<file path="config.mk">
export PLATFORM = sky130hd
export DESIGN_NAME = line_rasterizer_core
export DESIGN_NICKNAME = d
export VERILOG_FILES = /design/src/sv/lr_pkg.sv /design/src/sv/lr_setup.sv /design/src/sv/lr_step.sv /design/src/sv/line_rasterizer_core.sv
export SDC_FILE = /design/constraint.sdc
export NUM_CORES = 1
export LEC_CHECK = 0
export CAP_MARGIN = 20
export CORE_MARGIN = 2
export CORE_UTILIZATION = 60
export CTS_CLUSTER_DIAMETER = 120
export DETAILED_ROUTE_END_ITERATION = 7
export DONT_BUFFER_PORTS = 1
export HOLD_SLACK_MARGIN = 0.1
export PLACE_DENSITY_LB_ADDON = 0.25
export SETUP_SLACK_MARGIN = 0.02
export SYNTH_ARGS = -nofsm -noshare
export SYNTH_HDL_FRONTEND = slang
export SYNTH_SLANG_ARGS = --single-unit
</file>
<file path="constraint.sdc">
create_clock -name clk -period 19.3 [get_ports clk]
set_input_delay 1.93 -clock clk [delete_from_list [all_inputs] [get_ports clk]]
set_output_delay 1.93 -clock clk [all_outputs]
set_load 0.01 [all_outputs]
</file>
<file path="src/sv/lr_pkg.sv">
package lr_pkg;

  localparam int COLOR_BITS = 24;

  // op field codes
  localparam logic OP_START   = 1'b0;
  localparam logic OP_ADVANCE = 1'b1;

  // per-line direction flags
  typedef struct packed {
    logic major_is_y;
    logic step_x_negative;
    logic step_y_negative;
  } lr_dir_t;

endpackage

</file>
<file path="src/sv/lr_setup.sv">
module lr_setup
  import lr_pkg::*;
#(
  parameter int COORD_BITS = 12
) (
  input  logic [COORD_BITS-1:0]   start_x,
  input  logic [COORD_BITS-1:0]   start_y,
  input  logic [COORD_BITS-1:0]   end_x,
  input  logic [COORD_BITS-1:0]   end_y,
  output lr_dir_t                 dir,
  output logic [COORD_BITS-1:0]   delta_major,
  output logic [COORD_BITS-1:0]   delta_minor,
  output logic signed [COORD_BITS+1:0] error_init,
  output logic                    active
);

  logic [COORD_BITS-1:0] dx;
  logic [COORD_BITS-1:0] dy;

  always_comb begin
    dir.step_x_negative = end_x < start_x;
    dir.step_y_negative = end_y < start_y;
    dx = dir.step_x_negative ? (start_x - end_x) : (end_x - start_x);
    dy = dir.step_y_negative ? (start_y - end_y) : (end_y - start_y);
    // ties go to x
    dir.major_is_y = dy > dx;
    delta_major = dir.major_is_y ? dy : dx;
    delta_minor = dir.major_is_y ? dx : dy;
    // 2*minor - major, doubled decision form
    error_init = signed'({1'b0, delta_minor, 1'b0}) - signed'({2'b00, delta_major});
    active = delta_major != '0;
  end

endmodule

</file>
<file path="src/sv/lr_step.sv">
module lr_step
  import lr_pkg::*;
#(
  parameter int COORD_BITS = 12
) (
  input  logic [COORD_BITS-1:0]        pos_x,
  input  logic [COORD_BITS-1:0]        pos_y,
  input  logic [COORD_BITS-1:0]        target_x,
  input  logic [COORD_BITS-1:0]        target_y,
  input  logic [COORD_BITS-1:0]        delta_major,
  input  logic [COORD_BITS-1:0]        delta_minor,
  input  lr_dir_t                      dir,
  input  logic signed [COORD_BITS+1:0] error_term,
  output logic [COORD_BITS-1:0]        pos_x_next,
  output logic [COORD_BITS-1:0]        pos_y_next,
  output logic signed [COORD_BITS+1:0] error_next,
  output logic                         done
);

  localparam int EW = COORD_BITS + 2;

  logic                  minor_step;
  logic                  step_x;
  logic                  step_y;
  logic signed [EW:0]    err_sum;

  always_comb begin
    minor_step = error_term > 0;
    step_x = dir.major_is_y ? minor_step : 1'b1;
    step_y = dir.major_is_y ? 1'b1 : minor_step;

    pos_x_next = pos_x;
    if (step_x) begin
      pos_x_next = dir.step_x_negative ? pos_x - 1'b1 : pos_x + 1'b1;
    end
    pos_y_next = pos_y;
    if (step_y) begin
      pos_y_next = dir.step_y_negative ? pos_y - 1'b1 : pos_y + 1'b1;
    end

    // sum kept one bit wider; result always fits back into EW bits
    err_sum = {error_term[EW-1], error_term} + signed'({2'b00, delta_minor, 1'b0});
    if (minor_step) begin
      err_sum = err_sum - signed'({2'b00, delta_major, 1'b0});
    end
    error_next = err_sum[EW-1:0];

    done = dir.major_is_y ? (pos_y_next == target_y) : (pos_x_next == target_x);
  end

endmodule

</file>
<file path="src/sv/line_rasterizer_core.sv">
// A pixel appears on the output register in the cycle after its advance transaction.
// Throughput: one transaction per cycle; a start transaction or an idle advance is taken
// even while a pixel waits on the output, a pixel-producing advance needs the register free.
// Reset: synchronous active-high rst drops any active line and empties the output register.
module line_rasterizer_core
  import lr_pkg::*;
#(
  parameter int COORD_BITS = 12
) (
  input  logic                  clk,
  input  logic                  rst,

  // command channel
  input  logic                  in_valid,
  output logic                  in_ready,
  input  logic                  op,
  input  logic [COORD_BITS-1:0] start_x,
  input  logic [COORD_BITS-1:0] start_y,
  input  logic [COORD_BITS-1:0] end_x,
  input  logic [COORD_BITS-1:0] end_y,
  input  logic [COLOR_BITS-1:0] color,

  // pixel channel
  output logic                  out_valid,
  input  logic                  out_ready,
  output logic [COORD_BITS-1:0] pixel_x,
  output logic [COORD_BITS-1:0] pixel_y,
  output logic [COLOR_BITS-1:0] pixel_color,
  output logic                  last_pixel
);

  // Line state: current pixel, end point, axis lengths, direction and error.
  logic [COORD_BITS-1:0]        pos_x;
  logic [COORD_BITS-1:0]        pos_y;
  logic [COORD_BITS-1:0]        target_x;
  logic [COORD_BITS-1:0]        target_y;
  logic [COORD_BITS-1:0]        delta_major;
  logic [COORD_BITS-1:0]        delta_minor;
  lr_dir_t                      dir;
  logic signed [COORD_BITS+1:0] error_term;
  logic [COLOR_BITS-1:0]        line_color;
  logic                         line_active;

  // setup results for a start transaction
  lr_dir_t                      setup_dir;
  logic [COORD_BITS-1:0]        setup_major;
  logic [COORD_BITS-1:0]        setup_minor;
  logic signed [COORD_BITS+1:0] setup_error;
  logic                         setup_active;

  // one Bresenham step from the current state
  logic [COORD_BITS-1:0]        pos_x_next;
  logic [COORD_BITS-1:0]        pos_y_next;
  logic signed [COORD_BITS+1:0] error_next;
  logic                         step_done;

  logic                         is_start;
  logic                         emits;
  logic                         in_fire;

  lr_setup #(.COORD_BITS(COORD_BITS)) u_setup (
    .start_x     (start_x),
    .start_y     (start_y),
    .end_x       (end_x),
    .end_y       (end_y),
    .dir         (setup_dir),
    .delta_major (setup_major),
    .delta_minor (setup_minor),
    .error_init  (setup_error),
    .active      (setup_active)
  );

  lr_step #(.COORD_BITS(COORD_BITS)) u_step (
    .pos_x       (pos_x),
    .pos_y       (pos_y),
    .target_x    (target_x),
    .target_y    (target_y),
    .delta_major (delta_major),
    .delta_minor (delta_minor),
    .dir         (dir),
    .error_term  (error_term),
    .pos_x_next  (pos_x_next),
    .pos_y_next  (pos_y_next),
    .error_next  (error_next),
    .done        (step_done)
  );

  // Only an advance on an active line produces a pixel; everything else
  // passes regardless of the output register.
  assign is_start = (op == OP_START);
  assign emits    = (op == OP_ADVANCE) && line_active;
  assign in_ready = !emits || !out_valid || out_ready;
  assign in_fire  = in_valid && in_ready;

  // line state
  always_ff @(posedge clk) begin
    if (rst) begin
      line_active <= 1'b0;
    end else if (in_fire) begin
      if (is_start) begin
        line_active <= setup_active;
      end else if (emits && step_done) begin
        line_active <= 1'b0;
      end
    end
  end

  always_ff @(posedge clk) begin
    if (in_fire) begin
      if (is_start) begin
        // a start drops whatever line was running
        pos_x       <= start_x;
        pos_y       <= start_y;
        target_x    <= end_x;
        target_y    <= end_y;
        line_color  <= color;
        dir         <= setup_dir;
        delta_major <= setup_major;
        delta_minor <= setup_minor;
        error_term  <= setup_error;
      end else if (emits) begin
        pos_x      <= pos_x_next;
        pos_y      <= pos_y_next;
        error_term <= error_next;
      end
    end
  end

  // output register
  always_ff @(posedge clk) begin
    if (rst) begin
      out_valid <= 1'b0;
    end else if (in_fire && emits) begin
      out_valid <= 1'b1;
    end else if (out_ready) begin
      out_valid <= 1'b0;
    end
  end

  always_ff @(posedge clk) begin
    if (in_fire && emits) begin
      pixel_x     <= pos_x;
      pixel_y     <= pos_y;
      pixel_color <= line_color;
      last_pixel  <= step_done;
    end
  end

endmodule
</file>
Word-level counts from Yosys, hierarchy flattened --
Cells that the tools add are included.
Storage, ports and cells: register bits after elaboration 164, latch bits 0, RAM bits 0, ROM bits 0, bits of input ports 77, output and inout port bits 51, word-level logic and storage cells 72, memories kept 0
Operators by class: add/sub/neg operators 11, $mul 0, div/mod/pow operators 0, order comparisons 4, equality and inequality tests 4, shift-type cells 0, multiplexer cells 22, bitwise logic cells 1, reduce and logical (&&, ||, !) cells 13
Operators with widths (number):
- 12-bit 2-to-1 mux | 12
- 12-bit subtractor | 4
- 14-bit 2-to-1 mux | 3
- 12-bit by 1-bit adder with 12-bit output (second input constant) | 2
- 12-bit == test | 2
- 12-bit less-than comparator | 2
- 12-bit by 1-bit subtractor with 12-bit output (second input constant) | 2
- 14-bit adder | 1
- 14-bit by 1-bit > comparator with 1-bit output (second input constant) | 1
- 13-bit by 12-bit subtractor with 14-bit output | 1
- 14-bit subtractor | 1
- 12-bit > comparator | 1
- 12-bit nonzero test | 1
- 1-bit 2-to-1 mux | 7
- 2-bit AND reduction | 3
- 1-bit logical AND | 4
- 2-bit by 1-bit inequality test with 1-bit output (second input constant) | 2
- 1-bit zero test | 2
- 1-bit logical OR | 2
- 2-bit nonzero test | 1
- 1-bit inverter | 1

Depth between registers and ports, before layout --
depth after elaboration 8, depth in mapped cells 31, mapped depth without buffers 31

Cells and area by module --
From an unflattened synthesis, not the netlist that was laid out.
Second synthesis, totals: cells, all modules 1148, area, all modules 12340.6 um2
Modules (own cells, without submodules):
- line_rasterizer_core | times used 1, cells an instance 221, area each 5650.4 um2, seq. area each 4904.7 um2
- lr_setup | times used 1, cells an instance 528, area each 3722.3 um2, seq. area each 0.0 um2
- lr_step | times used 1, cells an instance 399, area each 2967.8 um2, seq. area each 0.0 um2

Worst setup path before layout --
Ideal clock, no wire load.
path type input to register, start point input start_x[0], end point register error_term[12] (data pin), setup time 0.269 ns, arrival 7.613 ns, required time 19.031 ns, slack 11.418 ns, stages on the path 29, path buffers 0, path through inv_1 > ha_1 > inv_1 > fa_1 > a21o_1 > a221o_1 > a31oi_1 > o22ai_1 > a211o_1 > a221oi_4 > xor2_2 > ha_1 > a21oi_1 > a21boi_0 > o41ai_4 > inv_2 > and3_1 > or2_2 > fa_1 > a21o_1 > a21oi_1 > o21bai_1 > a21o_1 > a21oi_1 > o21ai_0 > nor4_1 > nor3_1 > xnor2_1 > mux2i_1
On the way: word-level cells in the longest chain between the ends 6, elaborated cells on any way between the ends 9, those cells by class add/sub (3); order compare (2); mux (4)
Ends and longest elaborated chain:
- from (decl) | line line_rasterizer_core.sv:17 | input logic [COORD_BITS-1:0] start_x,
- 12-bit subtractor or 12-bit less-than comparator (tied branches) | line lr_setup.sv:23, lr_setup.sv:21
- 12-bit 2-to-1 mux (*) | line lr_setup.sv:23 | dx = dir.step_x_negative ? (start_x - end_x) : (end_x - start_x);
- 12-bit > comparator | line lr_setup.sv:26 | dir.major_is_y = dy > dx;
- 12-bit 2-to-1 mux (on tied branches) | line lr_setup.sv:28, lr_setup.sv:27
- 13-bit by 12-bit subtractor with 14-bit output (*) | line lr_setup.sv:30 | error_init = signed'({1'b0, delta_minor, 1'b0}) - signed'({2'b00, delta_major});
- 14-bit 2-to-1 mux (*) | line line_rasterizer_core.sv:110 | if (is_start) begin
- to (signal assigned) | line line_rasterizer_core.sv:120 | error_term <= setup_error;
- to (signal assigned) | line line_rasterizer_core.sv:124 | error_term <= error_next;
- to (decl) | line line_rasterizer_core.sv:40 | logic signed [COORD_BITS+1:0] error_term;
Mark *: on every way between the ends. The rest lies on a longest branch, timed or not. A chain may end at the register's enable or synchronous reset.

Worst setup path after layout --
Same ends and word-level chain as after synthesis.

==> out/summary.txt <==
Fmax achieved -> 114 MHz
top cell family by delay on the critical path -> compound AO/OA/AOI/OAI gates
initial antenna violation count -> 0
CTS tree -> yes
maximum buffer depth of the clock tree -> 2
Post-DRT Antenna Nets -> 0
drt first pass iters -> 6
power density over cell area -> 151 mW/mm²
post-synthesis sequential element count -> 164
max_cap viols -> 0
Power, Total -> 0.00187 W
gpl congestion -> 0.927
Finish-stage setup viols -> 0
CP Launch Type -> input port
initial core utilization -> 61.6%
maximum VDD drop -> 0.0827 mV
status -> completed
post-CTS resize count -> 0
slew of the pin with the lowest slew margin -> 1.05 ns
core area -> 0.0188 mm²
Top FF cell, synth -> edfxtp_1
Worst EP arrival -> 8.98 ns
P&R area growth vs syn -> 6.92%
Syn Inst Count -> 1152
Nets -> 1341
Crit. Startpoint -> start_x[0]
# hold bufs at CTS -> 0
CP Class -> input port to flip-flop
die width -> 143 µm
number of enable flip-flop cells after synthesis -> 162
global-route wire length before repair -> 44000 µm
Hold Slack -> 0.417 ns
worst path required time -> 19.48 ns
clock buffer count from CTS -> 17
most common cell in the netlist -> edfxtp_1
Clock Root Buffer -> clkbuf_16
Total GRT Usage -> 28.1%
n_diodes -> 0
class of the worst hold path -> flip-flop to flip-flop
post-synth top area share -> 41.9%
biggest area consumer among synthesized cells -> edfxtp_1
Crit Path Max Fanout -> 28
share of cells above drive strength 1 -> 5.97%
full die area -> 0.0205 mm²
Yosys warnings -> 0
Syn Std Cell Area -> 0.0116 mm²
DRC violations left -> 0
vias in the first global route -> 8281
Hold Startpoint -> line_color[8]
crit-path max cell delay -> 0.84 ns
ys async rst share -> 0%
via count -> 8667
wire per inst -> 19.6 µm
drt via density -> 6.13
top cells by count, synth -> edfxtp_1 (162), ha_1 (113), inv_1 (106), a21oi_1 (93), nand2_1 (83)
final slew viol count -> 0
kind of end point of the critical path -> flip-flop
# IOs -> 128
Final HPWL DP -> 20800 µm
final period utilization -> 45.6%
Setup Buffers After CTS -> 0
H-tree level count -> 4
Slew headroom -> 28.3%
RSZ-0062 raised after global routing -> no
Worst path slowest cell -> o41ai_4
worst-skew pair later-pin latency -> 0.44 ns
post-route minimum period -> 8.80 ns
Leak -> 5.06 nW
Hold Violations, Final -> 0
top post-synthesis cells by area -> edfxtp_1 (42%), ha_1 (12%), xnor2_1 (4.2%), a21oi_1 (4.0%), inv_1 (3.4%)
syn avg cell area -> 10.1 µm²
global route overflow -> 0
Mapped Nets -> 1351
CTS sink count -> 164
reg2reg start -> error_term[1]
worst path bufs/invs -> 3
row count -> 50
sequential area share after synthesis -> 42.3%
Clock transition at path regs -> 0.07 ns
Initial DRC Count -> 690
pin count of the biggest net entering global routing -> 72
Final Core Density -> 65.9%
TNS Setup -> 0 ns
IO Port Bufs -> 0
clk_skew -> 0.0119 ns
final WL -> 27700 µm
overall die height -> 143 µm
Synth cell types -> 79
==> sequential cells by signal, indices dropped and copies added (netlist names), 3 cells and up <==
register	count
dir	3
delta_minor	12
pixel_x	12
line_color	24
delta_major	12
target_y	12
pos_y	12
target_x	12
pixel_color	24
pos_x	12
pixel_y	12
error_term	14
==> cells in the final DEF, fill, tap and decap left out, types with 6 or more instances in the layout <==
master and instances:
nor4_1 11, xor2_1 34, and3_1 8, o211ai_1 11
o22ai_1 6, mux2i_1 12, edfxtp_1 162, nor3_1 33
or3_1 11, o21a_1 11, mux2_2 7, a31oi_1 18
clkbuf_16 17, a21o_1 34, and2_1 8, nand4_1 7
nor2_1 78, o21ai_0 54, fa_1 9, nor2b_1 15
o21bai_1 9, a211oi_1 14, ha_1 113, nand3_1 20
o2111ai_1 6, a21oi_1 92, inv_1 106, xnor2_1 56
nand2_1 83, nand2b_1 7
==> stage by stage <==
step	std cells	setup slack, ns	area, µm²
after floorplan	1152	11.42	11600
after global placement	1383	10.44	11800
after detailed placement	1383	10.22	11800
after CTS	1415	10.58	12400
after global routing	1415	10.01	12400
final	1415	10.50	12400
==> path summary, 6_finish.rpt <==
| check | end | slack, ns | depth (start not counted) |
|---|---|---|---|
| worst min-delay path | pixel_color[8] | 0.42 | 0 |
| worst max register to register | error_term[13] | 15.10 | 13 |
| worst min register to register | pixel_color[8] | 0.42 | 0 |
| worst max-delay path | error_term[12] | 10.50 | 29 |
==> routing by layer <==
layer	wire [µm]	track usage, %	vias up
met1	12200	38.0	4117
met3	1850	6.04	50
li1	-	-	4210
met5	0	0	-
met2	13000	45.3	290
met4	584	8.65	0
==> layout make-up <==
cell class / count / area [µm²]
well taps: 260 / 325
inverters: 107 / 402
clock inverters: 14 / 138
clock buffers: 18 / 429
flip-flops and latches: 164 / 4900
fillers: 1505 / 6420
repair buffers: 5 / 37.5
multi-input cells: 847 / 6170
==> worst reg2reg max path, cell delays in order (launching register included) <==
cell and delay (ns):
edfxtp_1 0.41, ha_1 0.26, fa_1 0.53, fa_1 0.45, a21o_1 0.18, a21oi_1 0.22
o21bai_1 0.14, a2111oi_0 0.47, nor3_1 0.19, a31o_2 0.30, a2111oi_0 0.39, or3_1 0.18
xor2_1 0.15, o21ai_0 0.09
==> power breakdown <==
part | internal, W | total (W) | switching (W) | leakage [nW]
registers | 0.000469 | 0.000499 | 0.0000296 | 1.53
logic | 0.000441 | 0.00105 | 0.000605 | 3.26
clock network | 0.000171 | 0.000329 | 0.000158 | 0.273
==> cells by family after synthesis <==
| kind of cell | Yosys count | share of synthesized area [%] |
|---|---|---|
| mux | 20 | 1.83 |
| buf+inv | 141 | 4.75 |
| flops | 164 | 42.3 |
| compound gates | 316 | 18.2 |
| fa+ha+maj | 122 | 13.7 |
| simple gates | 298 | 12.3 |
| xor+xnor | 91 | 6.93 |
(Power assumes the default switching activity.)
